### src/hdl/tmpf_pkg.sv
`timescale 1ns / 1ps
// Shared types, constants and helper functions for the tile-map pixel fetch.
// No dependencies; every other file of the block uses this package.
package tmpf_pkg;

    // Default store sizes and fixed tile geometry
    localparam int MAP_ENTRIES_DEF = 4096;
    localparam int ATLAS_TILES_DEF = 256;
    localparam int TILE_SIDE       = 8;
    localparam int TILE_BITS       = $clog2(TILE_SIDE);
    localparam int TILE_AREA       = TILE_SIDE * TILE_SIDE;

    // Configuration register indexes
    localparam logic [2:0] REG_PAN_X       = 3'd0;
    localparam logic [2:0] REG_PAN_Y       = 3'd1;
    localparam logic [2:0] REG_MAP_WIDTH   = 3'd2;
    localparam logic [2:0] REG_MAP_HEIGHT  = 3'd3;
    localparam logic [2:0] REG_ATLAS_COUNT = 3'd4;

    // Item operation codes
    typedef enum logic [1:0] {
        OP_MAP_WR   = 2'd0,
        OP_ATLAS_WR = 2'd1,
        OP_RENDER   = 2'd2
    } op_t;

    typedef struct packed {
        logic [15:0] pan_x;
        logic [15:0] pan_y;
        logic [6:0]  map_w;
        logic [6:0]  map_h;
        logic [8:0]  tile_cnt;
    } cfg_t;

    // Payload that travels down the pipeline; each stage fills its own fields
    typedef struct packed {
        op_t                  op;
        logic [11:0]          sx;
        logic [11:0]          sy;
        logic [13:0]          waddr;
        logic [15:0]          wdata;
        logic                 ok;
        logic [TILE_BITS-1:0] fx;
        logic [TILE_BITS-1:0] fy;
        logic [7:0]           hi_x;
        logic [7:0]           lo_x;
        logic [7:0]           hi_y;
        logic [7:0]           lo_y;
        logic [8:0]           rx;
        logic [8:0]           ry;
        logic [16:0]          map_idx;
        logic                 map_hit;
        logic [15:0]          id;
        logic [8:0]           rem;
        logic [18:0]          atlas_idx;
        logic                 atlas_hit;
    } item_t;

    // Eight restoring remainder steps: shifts one byte of dividend into r.
    // Requires r_in < d; the result is again below d.
    function automatic logic [8:0] rem8(input logic [8:0] r_in,
                                        input logic [7:0] chunk,
                                        input logic [8:0] d);
        logic [9:0] r;
        r = {1'b0, r_in};
        for (int i = 7; i >= 0; i--) begin
            r = {r[8:0], chunk[i]};
            if (r >= {1'b0, d}) begin
                r = r - {1'b0, d};
            end
        end
        return r[8:0];
    endfunction

endpackage

### src/hdl/tmpf_wrap.sv
`timescale 1ns / 1ps
// Scroll add and wrap of both axes: three stages (add, high remainder byte,
// low remainder byte). Depends on tmpf_pkg.
module tmpf_wrap (
    input  logic            clk,
    input  logic            rst_n,
    input  logic            adv,
    input  tmpf_pkg::cfg_t  cfg,
    input  logic            in_vld,
    input  tmpf_pkg::item_t in_item,
    output logic            out_vld,
    output tmpf_pkg::item_t out_item
);

    logic            a_vld_reg, b_vld_reg, c_vld_reg;
    tmpf_pkg::item_t a_reg, b_reg, c_reg;
    tmpf_pkg::item_t a_next, b_next, c_next;
    logic [16:0]     sum_x, sum_y;

    // Stage A: add scroll, split into in-tile bits and tile-unit dividend
    always_comb
    begin
        a_next      = in_item;
        sum_x       = {5'b0, in_item.sx} + {1'b0, cfg.pan_x};
        sum_y       = {5'b0, in_item.sy} + {1'b0, cfg.pan_y};
        a_next.fx   = sum_x[tmpf_pkg::TILE_BITS-1:0];
        a_next.fy   = sum_y[tmpf_pkg::TILE_BITS-1:0];
        a_next.hi_x = {2'b0, sum_x[16:11]};
        a_next.lo_x = sum_x[10:3];
        a_next.hi_y = {2'b0, sum_y[16:11]};
        a_next.lo_y = sum_y[10:3];
        a_next.ok   = (cfg.map_w != '0) && (cfg.map_h != '0) && (cfg.tile_cnt != '0);
    end

    // Stage B: remainder over the high byte
    always_comb
    begin
        b_next    = a_reg;
        b_next.rx = tmpf_pkg::rem8(9'd0, a_reg.hi_x, {2'b0, cfg.map_w});
        b_next.ry = tmpf_pkg::rem8(9'd0, a_reg.hi_y, {2'b0, cfg.map_h});
    end

    // Stage C: remainder over the low byte gives the tile coordinate
    always_comb
    begin
        c_next    = b_reg;
        c_next.rx = tmpf_pkg::rem8(b_reg.rx, b_reg.lo_x, {2'b0, cfg.map_w});
        c_next.ry = tmpf_pkg::rem8(b_reg.ry, b_reg.lo_y, {2'b0, cfg.map_h});
    end

    always_ff @(posedge clk or negedge rst_n)
    begin
        if (!rst_n)
        begin
            a_vld_reg <= 1'b0;
            b_vld_reg <= 1'b0;
            c_vld_reg <= 1'b0;
        end
        else if (adv)
        begin
            a_vld_reg <= in_vld;
            b_vld_reg <= a_vld_reg;
            c_vld_reg <= b_vld_reg;
        end
    end

    always_ff @(posedge clk)
    begin
        if (adv)
        begin
            a_reg <= a_next;
            b_reg <= b_next;
            c_reg <= c_next;
        end
    end

    assign out_vld  = c_vld_reg;
    assign out_item = c_reg;

endmodule

### config.mk
export PLATFORM = sky130hd
export DESIGN_NAME = tmpf_wrap
export DESIGN_NICKNAME = d
export VERILOG_FILES = /design/src/hdl/tmpf_pkg.sv /design/src/hdl/tmpf_wrap.sv
export SDC_FILE = /design/constraint.sdc
export NUM_CORES = 1
export LEC_CHECK = 0
export BUFFER_PORTS_ARGS = -buffer_cell sky130_fd_sc_hd__buf_2
export CAP_MARGIN = 20
export CORE_MARGIN = 3
export CORE_UTILIZATION = 60
export DETAILED_ROUTE_END_ITERATION = 10
export PLACE_DENSITY_LB_ADDON = 0.3
export SLEW_MARGIN = 40
export SYNTH_ARGS = -nofsm -noshare
export SYNTH_HDL_FRONTEND = slang
export SYNTH_SLANG_ARGS = --single-unit
### constraint.sdc
create_clock -name clk -period 28.9 [get_ports clk]
set_input_delay 5.78 -clock clk [delete_from_list [all_inputs] [get_ports clk]]
set_output_delay 5.78 -clock clk [all_outputs]
set_load 0.05 [all_outputs]
# Word-level counts from Yosys, hierarchy flattened
# Index checks and enable logic that the tools add are counted.
[totals]
reg_bits = 501
elab_cells = 164
[classes]
n_addsub = 34
order_cmp = 32
n_mux = 32
n_reduce_logical = 5
[op_table]
columns = ["op", "n"]
rows = [
  [">= comparator 10 x 7 -> 1 bit", 30],
  ["2-to-1 mux 9 bit", 32],
  ["subtractor 9 x 7 -> 9 bit", 30],
  ["adder 12 x 16 -> 17 bit", 2],
  ["subtractor 1 x 7 -> 8 bit, first input constant", 2],
  [">= comparator 1 x 7 -> 1 bit, first input constant", 2],
  ["nonzero test 7 bit", 2],
  ["nonzero test 9 bit", 1],
  ["logical AND 1 bit", 2],
]

# Longest topological paths before layout
# Gate-level depths: netlist of the first run.
[logic_depth]
ltp_word = 16
depth_mapped = 94
ltp_nobuf = 89

# Least setup slack after synthesis of the first run
# OpenSTA, ideal clock, no wires.
[synth_path]
path_type = "input-to-reg"
startpoint = "in cfg[10] (netlist name)"
endpoint = "reg c_reg (netlist bit out_item[64]), data pin"
setup_time_ps = 262
arrival_time_ps = 23466
required_time_ps = 28638
setup_slack_ps = 5172
path_stages = 86
path_cell_list = "inv_1 fa_1 a211oi_4 o21ai_2 a2111oi_4 clkbuf_1 mux2_2 ha_1 a211oi_1 nor2_1 o31a_1 inv_1 and2_1 and3_1 mux2_2 ha_1 a21o_1 a21oi_1 [... 50 more ...] inv_1 a21oi_1 o211ai_1 clkbuf_1 mux2_2 ha_1 nand2_1 nand2_1 a21oi_1 o21ai_0 a21oi_1 o21ai_0 nand2b_1 or3_1 mux2i_1 nor3_1 a21oi_4 mux2_1"
[synth_lines]
columns = ["item", "line_no", "source"]
rows = [
  ["start: declaration", "tmpf_wrap.sv:8", "input tmpf_pkg::cfg_t cfg,"],
  ["end signal: assignment", "tmpf_wrap.sv:73", "c_reg <= c_next;"],
  ["end: declaration", "tmpf_wrap.sv:16", "tmpf_pkg::item_t a_reg, b_reg, c_reg;"],
]

==> results.py, run 1 <==
metrics = {
    "sta": {
        "min_period_ps": 25810,
        "finalCritPeriodShare_pct": 89.31,
        "drv_slew": 0,
        "worst_pin_slew_ps": 797.7,
        "fin_skew_ps": 21.24,
        "timing.fmax_mhz": 38.74,
        "timing.slew.headroom_pct": 46.82,
        "rsz0062_at_grt": "false",
        "setup_tns_ps": 0,
        "finalSetupViolCount": 0,
        "hold_violations": 0,
    },
    "yosys": {
        "synth_largest_area_cell": "edfxtp_1",
        "syn-instance-count": 2468,
        "avgSynthCellArea_um2": 11.92,
        "yosysWarnings": 0,
        "ys_ff_latch": 501,
        "synth_area_leaders": "edfxtp_1 (51%), ha_1 (10%), xnor2_1 (2.9%)",
        "synth_edf_count": 498,
        "synth_top_area_share_pct": 50.83,
        "syn_area_um2": 29420,
        "synth_ff_type": "edfxtp_1",
        "ys_async_sr_fraction_pct": 0.5988,
        "seq_area_frac_synth_pct": 51.09,
        "synth_cell_types": 107,
    },
    "worst_setup_path": {
        "worst-setup-path-type": "in -> reg",
        "cpMostUsedCell": "a21oi_1",
        "crit_path_max_fanout": 28,
        "cp_slowest_stage_delay_ps": 640,
        "startpoint_type": "primary input",
        "end_kind": "flop",
        "reg2regPathDepth": 84,
        "critPathRequiredTime_ps": 29230,
        "critPathSlowestCell": "a2111oi_4",
        "rrSetupSlack_ps": 8350,
        "r2r_start": "b_reg[88]$_DFFE_PP_",
        "cp.arrival_ps": 26140,
        "r2r_end": "out_item[65]$_DFFE_PP_",
    },
    "placed_design": {
        "place_congestion": 0.8639,
        "place_area_um2": 31980,
        "hpwl_um": 51730,
        "io_buffers": 350,
    },
    "global_route": {
        "use_met2_pct": 44.39,
        "grt_usage_pct": 26.74,
        "met3_usage_pct": 8.085,
        "grt_max_degree": 102,
        "grt_pass1_wl_um": 109600,
        "grt_use_met1_pct": 34.15,
        "grt_pass1_vias": 21310,
        "antenna_found_initial": 11,
        "gr-total-overflow": 0,
        "grt.busiest_layer": "met2",
    },
    "floorplanning": {
        "die_area_um2": 51720,
        "core-area_um2": 48050,
        "io_pins": 412,
        "initial_core_util_pct": 61.23,
        "die_h_um": 227.4,
        "row_count": 80,
        "die_x_um": 227.4,
    },
    "final_layout": {
        "mostFrequentLayoutCells": "edfxtp_1 (498), buf_2 (349), ha_1 (235), inv_1 (157), a21oi_1 (150)",
        "fin_nets": 3362,
        "final_area_um2": 33450,
        "drive_gt1_share_pct": 19.13,
        "layout_commonest_cell": "edfxtp_1",
        "area_delta_synth_final_pct": 13.70,
    },
    "detailed_routing": {
        "via_per_inst": 5.970,
        "wl_per_cell_um": 19.82,
        "drt_pass1_iterations": 5,
        "num_vias": 21000,
        "drc": 0,
        "detail-route-antenna-nets": 0,
        "routed_wl_um": 69720,
        "initialDrtViolationCount": 1517,
    },
    "min_path": {
        "hp-class": "reg -> reg",
        "hold_depth": 0,
        "whs_endpoint": "out_item[139]$_DFFE_PP_",
        "worstHoldStart": "b_reg[139]$_DFFE_PP_",
    },
    "clock_tree": {
        "cts_buffers": 49,
        "path_clk_slew_ps": 60,
        "htreeDepth": 2,
        "hold_buffers": 0,
        "clock-sinks": 501,
        "ctsResizeCount": 0,
        "cts_root_buf": "clkbuf_16",
        "cts_buffer_depth": 3,
        "clk_latency_ps": 590,
        "cts_tree": "yes",
        "postCtsSetupRepairBufs": 0,
    },
    "status": {
        "status": "completed",
    },
    "run": {
        "drv_cap": 0,
    },
}
[Yosys cell counts, types with 21 or more instances]
library cell	number
a211oi_1	21
a21o_1	95
a21oi_1	150
and3_1	22
edfxtp_1	498
fa_1	30
ha_1	235
inv_1	157
mux2_2	57
mux2i_1	37
nand2_1	141
nand2b_1	35
nand3_1	35
nand4_1	33
nor2_1	147
nor2b_1	48
nor3_1	34
o21a_1	29
o21ai_0	129
o21bai_1	38
o31ai_1	22
xnor2_1	97
xor2_1	56
[area by class of cell]
class / instances / area [um2]
sequential: 501 / 15030
fill: 3360 / 14600
multi-input combinational: 1779 / 13650
timing repair buffer: 373 / 1959
clock buffer: 64 / 1282
tap: 615 / 769.5
inverter: 158 / 593.1
clock inverter: 21 / 148.9
antenna: 6 / 15.01
[kinds of logic after synthesis]
| kind of cell | synth area share [%] |
|---|---|
| other | 0.01275 |
| flip-flops | 51.09 |
| AND/OR/NAND/NOR | 10.82 |
| adder cells (fa/ha/maj) | 12.04 |
| buffers and inverters | 2.667 |
| XOR/XNOR | 4.555 |
| AO/OA/AOI/OAI | 14.55 |
| multiplexers | 4.270 |
[per-layer routing]
metal  vias up  share of wire [%]
met5         -               0.12
met1     10030                 42
met4        14                2.8
li1      10110                  -
met2       678                 47
met3       162                8.7
[worst max path at each step]
stage                        from                endpoint  slack, ps  depth (start not counted)
after floorplan           cfg[10]  out_item[64]$_DFFE_PP_       5170                         86
after global placement     cfg[9]  out_item[65]$_DFFE_PP_       2890                         81
after detailed placement   cfg[9]  out_item[65]$_DFFE_PP_       2670                         84
after CTS                 cfg[10]  out_item[65]$_DFFE_PP_       3150                         84
after global routing      cfg[10]  out_item[65]$_DFFE_PP_       1300                         85
final                     cfg[10]  out_item[65]$_DFFE_PP_       3090                         84
[per-stage QoR]
step | utilization, % | std cells | hold slack (ps) | setup WS, ps
finish | 69.62 | 3517 | 401.3 | 3089
CTS | 69.54 | 3510 | 399.1 | 3148
global placement | 66.47 | 3423 | 400.2 | 2895
floorplan | - | 2475 | 400.3 | 5172
global route | 69.60 | 3513 | 405.1 | 1300
detailed placement | 66.56 | 3425 | 404.5 | 2672
[worst max-delay path: cells and delay by family]
family          cells  cell delay, ps
simple gates       19            4260
compound gates     43            9610
buf+inv             7            1280
fa+ha+maj           8            3240
mux                 7            1950
Power of run 1 is not shown: default switching activity piles up to over one toggle a cycle in this logic, so the estimate is an artifact.
==> run 2: changes to the inputs <==
CORE_UTILIZATION = 55   (was 60)
==> run 2 against run 1 <==
Fmax up 0.37%; global-route usage down 3.0 points; final cell count up 2.3%; core utilization down 5.5 points; sequential cell count unchanged; largest cell class unchanged; sequential share of layout area down 0.51 points; highest routed layer unchanged; clock skew down 6.9 ps; cell area up 1.1%; critical path depth down 1; first-iteration DRC count down 14%; via count down 0.30%.
==> results.py, run 2 (synthesis gave the netlist of run 1 again) <==
metrics = {
    "final_layout": {
        "fin_nets": 3363,
        "drive_gt1_share_pct": 19.62,
        "layout_commonest_cell": "edfxtp_1",
        "area_delta_synth_final_pct": 15.00,
        "final_area_um2": 33830,
        "mostFrequentLayoutCells": "edfxtp_1 (498), buf_2 (349), ha_1 (235), inv_1 (157), a21oi_1 (150)",
        "multi_input_area_um2": 13670,
        "nFillCells": 3944,
        "ff_latch_area_um2": 15030,
    },
    "detailed_routing": {
        "drc": 0,
        "num_vias": 20930,
        "detail-route-antenna-nets": 0,
        "drt_pass1_iterations": 5,
        "initialDrtViolationCount": 1306,
        "via_per_inst": 5.818,
        "routed_wl_um": 68030,
        "wl_per_cell_um": 18.91,
    },
    "floorplanning": {
        "core-area_um2": 52760,
        "row_count": 84,
        "io_pins": 412,
        "initial_core_util_pct": 55.76,
        "die_h_um": 237.3,
        "die_area_um2": 56300,
        "die_x_um": 237.3,
    },
    "sta": {
        "hold_violations": 0,
        "worst_pin_slew_ps": 814.3,
        "setup_tns_ps": 0,
        "timing.slew.headroom_pct": 45.26,
        "rsz0062_at_grt": "false",
        "finalSetupViolCount": 0,
        "drv_slew": 0,
        "timing.fmax_mhz": 38.89,
        "min_period_ps": 25720,
        "finalCritPeriodShare_pct": 88.98,
        "fin_skew_ps": 14.34,
    },
    "worst_setup_path": {
        "end_kind": "flop",
        "cpMostUsedCell": "a21oi_1",
        "reg2regPathDepth": 83,
        "critPathRequiredTime_ps": 29220,
        "crit_path_max_fanout": 18,
        "r2r_start": "b_reg[88]$_DFFE_PP_",
        "critPathSlowestCell": "a2111oi_0",
        "cp.arrival_ps": 26040,
        "worst-setup-path-type": "in -> reg",
        "cp_slowest_stage_delay_ps": 670,
        "worstSetupStartpoint": "cfg[9]",
        "startpoint_type": "primary input",
    },
    "global_route": {
        "gr-total-overflow": 0,
        "grt_use_met1_pct": 31.93,
        "grt_pass1_wl_um": 107900,
        "met3_usage_pct": 6.451,
        "grt_pass1_vias": 20850,
        "grt_max_degree": 119,
        "use_met2_pct": 38.23,
        "grt_usage_pct": 23.75,
        "grt.busiest_layer": "met2",
        "antenna_found_initial": 11,
    },
    "placed_design": {
        "io_buffers": 350,
        "place_congestion": 0.8976,
        "place_area_um2": 32070,
        "hpwl_um": 51140,
    },
    "clock_tree": {
        "cts_root_buf": "clkbuf_16",
        "path_clk_slew_ps": 60,
        "htreeDepth": 2,
        "cts_buffer_depth": 3,
        "postCtsSetupRepairBufs": 0,
        "clock-sinks": 501,
        "hold_buffers": 0,
        "cts_tree": "yes",
        "cts_buffers": 50,
        "ctsResizeCount": 0,
        "clk_latency_ps": 590,
    },
    "run": {
        "drv_cap": 0,
    },
    "status": {
        "status": "completed",
    },
    "min_path": {
        "worstHoldStart": "a_reg[155]$_DFFE_PP_",
        "hold_depth": 0,
        "hp-class": "reg -> reg",
    },
}
[run 2: cell count changes in the layout (fill, tap and decap cells not counted), moves of 2 or more]
cell,before,now
nor3_1,34,32
inv_6,1,3
clkbuf_1,15,11
nor3_2,2,4
buf_6,4,2
clkinv_2,5,9
bufinv_16,0,6
clkbuf_16,49,51
[run 2: through the flow]
step | util [%] | worst slack (ps) | instances | hold WS (ps)
6_report | 64.12 | 3184 | 3598 | 412.6
5_1_grt | 64.12 | 1529 | 3596 | 422.2
4_1_cts | 63.98 | 3075 | 3591 | 404.7
3_5_place_dp | 60.79 | 2499 | 3497 | 404.5
3_3_place_gp | 60.69 | 2886 | 3495 | 400.2
2_1_floorplan | - | 5172 | 2475 | 400.3
[run 2: metal layers]
layer	routed length, um	share of wire [%]
met1	29430	43
met2	31320	46
met3	5671	8.3
met5	83	0.12
met4	1525	2.2
[run 2: final timing paths]
check                                    endpoint  slack (ps)
min in group asynchronous     out_vld$_DFFE_PN0P_        4970
min                          b_reg[155]$_DFFE_PP_         410
max in group asynchronous   b_vld_reg$_DFFE_PN0P_       23820
max reg2reg                out_item[64]$_DFFE_PP_        8420
min reg2reg                  b_reg[155]$_DFFE_PP_         410
max                        out_item[64]$_DFFE_PP_        3180
[run 2: final cells by class]
class	instances	share of cell area, %
multi-input cells	1779	40.41
flip-flops and latches	501	44.42
clock buffers	62	3.894
diodes	5	0.03698
well taps	688	2.544
repair buffers	373	5.854
clock inverters	32	1.087
inverters	158	1.753
[run 2: worst max-delay path, delay by kind of cell]
| family | cells | cell delay (ps) |
|---|---|---|
| AOI/OAI and AO/OA | 42 | 9520 |
| adders and majority gates | 9 | 3220 |
| buffers and inverters | 6 | 1140 |
| muxes | 8 | 2230 |
| and+or+nand+nor | 18 | 4120 |
Power of run 2 is left out for the same reason.
==> run 3: changes to the inputs <==
--- a/config.mk
+++ b/config.mk
@@ -7,2 +7,3 @@
 export LEC_CHECK = 0
+export ABC_CLOCK_PERIOD_IN_PS = 28900
 export BUFFER_PORTS_ARGS = -buffer_cell sky130_fd_sc_hd__buf_2
@@ -13,2 +14,3 @@
 export PLACE_DENSITY_LB_ADDON = 0.3
+export REMOVE_ABC_BUFFERS = 1
 export SLEW_MARGIN = 40
==> constraint.sdc (replaced) <==
create_clock -name clk -period 28.9 [get_ports clk]
set_input_delay 0 -clock clk [delete_from_list [all_inputs] [get_ports clk]]
set_output_delay 0 -clock clk [all_outputs]
set_load 0.05 [all_outputs]
==> run 3 against run 2 <==
Register-to-register slack got worse by 190 ps; first-iteration DRC count is 18% higher; worst setup slack improved by 5000 ps; global-route usage is 2.4 points higher; fmax rose by 24%; clock-buffer cell count decreased by 7; sequential share of layout area decreased by 2.1 points; critical path depth unchanged; sequential cell count is the same; non-clock buffer count rose by 171; wire length grew 9.3%; die area did not move; critical endpoint unchanged.
==> results.py, run 3 (synthesis gave the netlist of run 1 again) <==
metrics = {
    "status": {
        "status": "completed",
    },
    "clock_tree": {
        "cts_buffer_depth": 3,
        "cts_root_buf": "clkbuf_16",
        "postCtsSetupRepairBufs": 0,
        "clk_latency_ps": 600,
        "path_clk_slew_ps": 60,
        "htreeDepth": 2,
        "clock-sinks": 501,
        "cts_buffers": 49,
        "cts_tree": "yes",
    },
    "detailed_routing": {
        "initialDrtViolationCount": 1536,
        "drt_pass1_iterations": 6,
        "via_per_inst": 5.853,
        "routed_wl_um": 74340,
        "wl_per_cell_um": 19.78,
        "detail-route-antenna-nets": 0,
        "num_vias": 21990,
        "drc": 0,
    },
    "final_layout": {
        "fin_util_pct": 67.32,
        "drive_gt1_share_pct": 18.44,
        "fin_nets": 3533,
        "layout_commonest_cell": "edfxtp_1",
        "final_cells": 3758,
        "area_delta_synth_final_pct": 20.74,
        "mostFrequentLayoutCells": "edfxtp_1 (498), buf_2 (350), ha_1 (235), dlygate4sd3_1 (172), inv_1 (156)",
    },
    "floorplanning": {
        "io_pins": 412,
        "die_h_um": 237.3,
        "initial_core_util_pct": 55.76,
        "core-area_um2": 52760,
        "die_x_um": 237.3,
        "row_count": 84,
        "die_area_um2": 56300,
    },
    "global_route": {
        "grt_usage_pct": 26.17,
        "gr-total-overflow": 0,
        "grt_pass1_vias": 22310,
        "antenna_found_initial": 2,
        "grt_pass1_wl_um": 118100,
        "grt_max_degree": 170,
    },
    "worst_setup_path": {
        "crit_path_max_fanout": 15,
        "critPathRequiredTime_ps": 29230,
        "cp.arrival_ps": 21000,
        "end_kind": "flop",
        "startpoint_type": "flop",
        "critPathSlowestCell": "a2111oi_4",
        "cp_slowest_stage_delay_ps": 650,
        "cpMostUsedCell": "a21oi_1",
        "worst-setup-path-type": "reg -> reg",
    },
    "sta": {
        "min_period_ps": 20670,
        "hold_violations": 0,
        "setup_tns_ps": 0,
        "rsz0062_at_grt": "false",
        "finalCritPeriodShare_pct": 71.52,
        "finalSetupViolCount": 0,
        "timing.slew.headroom_pct": 45.88,
        "drv_slew": 0,
        "timing.fmax_mhz": 48.38,
        "worst_pin_slew_ps": 806.8,
        "fin_skew_ps": 21.92,
    },
    "placed_design": {
        "hpwl_um": 50600,
        "placed_cells": 3494,
        "io_buffers": 350,
        "place_congestion": 0.8630,
    },
    "run": {
        "drv_cap": 0,
    },
    "min_path": {
        "hp-class": "in -> reg",
    },
}
## run 3: changes by cell type in the layout (fill, tap and decap cells not counted), sizes merged
cell         before  now
diode             5    1
clkbuf           64   56
clkinvlp          3    1
inv             162  160
bufinv            6    7
clkinv           19   22
dlygate4sd3       0  172
## run 3: what timing repair did
action / 4_1_cts / 5_1_grt
endpoints found under the hold margin: 206 / 0
hold buffers: 172 / 0
resized for setup: 0 / 0
## run 3: worst max-delay path, delay by kind of cell (launching register included)
| family | cells | cell delay [ps] |
|---|---|---|
| muxes | 10 | 3140 |
| and+or+nand+nor | 17 | 3830 |
| DFF | 1 | 420 |
| adders and majority gates | 9 | 2950 |
| AOI/OAI and AO/OA | 40 | 9170 |
| buffers and inverters | 7 | 890 |
## run 3: worst paths after layout
| check | start | end | slack (ps) | depth (start not counted) |
|---|---|---|---|---|
| hold / removal | cfg[17] | b_reg[73]$_DFFE_PP_ | 40 | 3 |
| hold reg to reg | b_reg[14]$_DFFE_PP_ | out_item[14]$_DFFE_PP_ | 410 | 0 |
| min in group asynchronous | rst_n | a_vld_reg$_DFFE_PN0P_ | 280 | 3 |
| setup reg to reg | b_reg[88]$_DFFE_PP_ | out_item[64]$_DFFE_PP_ | 8230 | 83 |
| max in group asynchronous | rst_n | out_vld$_DFFE_PN0P_ | 28470 | 3 |
| setup / recovery | b_reg[88]$_DFFE_PP_ | out_item[64]$_DFFE_PP_ | 8230 | 83 |
## run 3: routing by layer
metal | vias to the layer above | part of all wire (%) | GRT usage [%] | wire length [um]
li1 | 10450 | - | - | -
met5 | - | 0.017 | 0 | 13
met3 | 129 | 7.9 | 6.358 | 5861
met4 | 2 | 2.2 | 6.619 | 1602
met1 | 10640 | 41 | 33.48 | 30790
met2 | 776 | 49 | 45.05 | 36080
## run 3: final cells by class
cell class	count	area, um2
Multi-Input combinational cell	1779	13650
Antenna cell	1	2.502
Timing Repair Buffer	544	3707
Tap cell	688	860.8
Sequential cell	501	15030
Clock buffer	55	1270
Fill cell	3661	17240
Inverter	158	593.1
Clock inverter	32	404.1
## run 3: per-stage QoR
| step | hold WS (ps) | setup WS [ps] | instance area [um2] |
|---|---|---|---|
| after global routing | 73.57 | 6505 | 35520 |
| after CTS | 17.69 | 8150 | 35440 |
| after global placement | -202.4 | 8595 | 32020 |
| after floorplan | -295.6 | 11050 | 29250 |
| after detailed placement | -199.6 | 8223 | 32040 |
| final | 39.97 | 8229 | 35520 |
Power of run 3 is left out for the same reason.
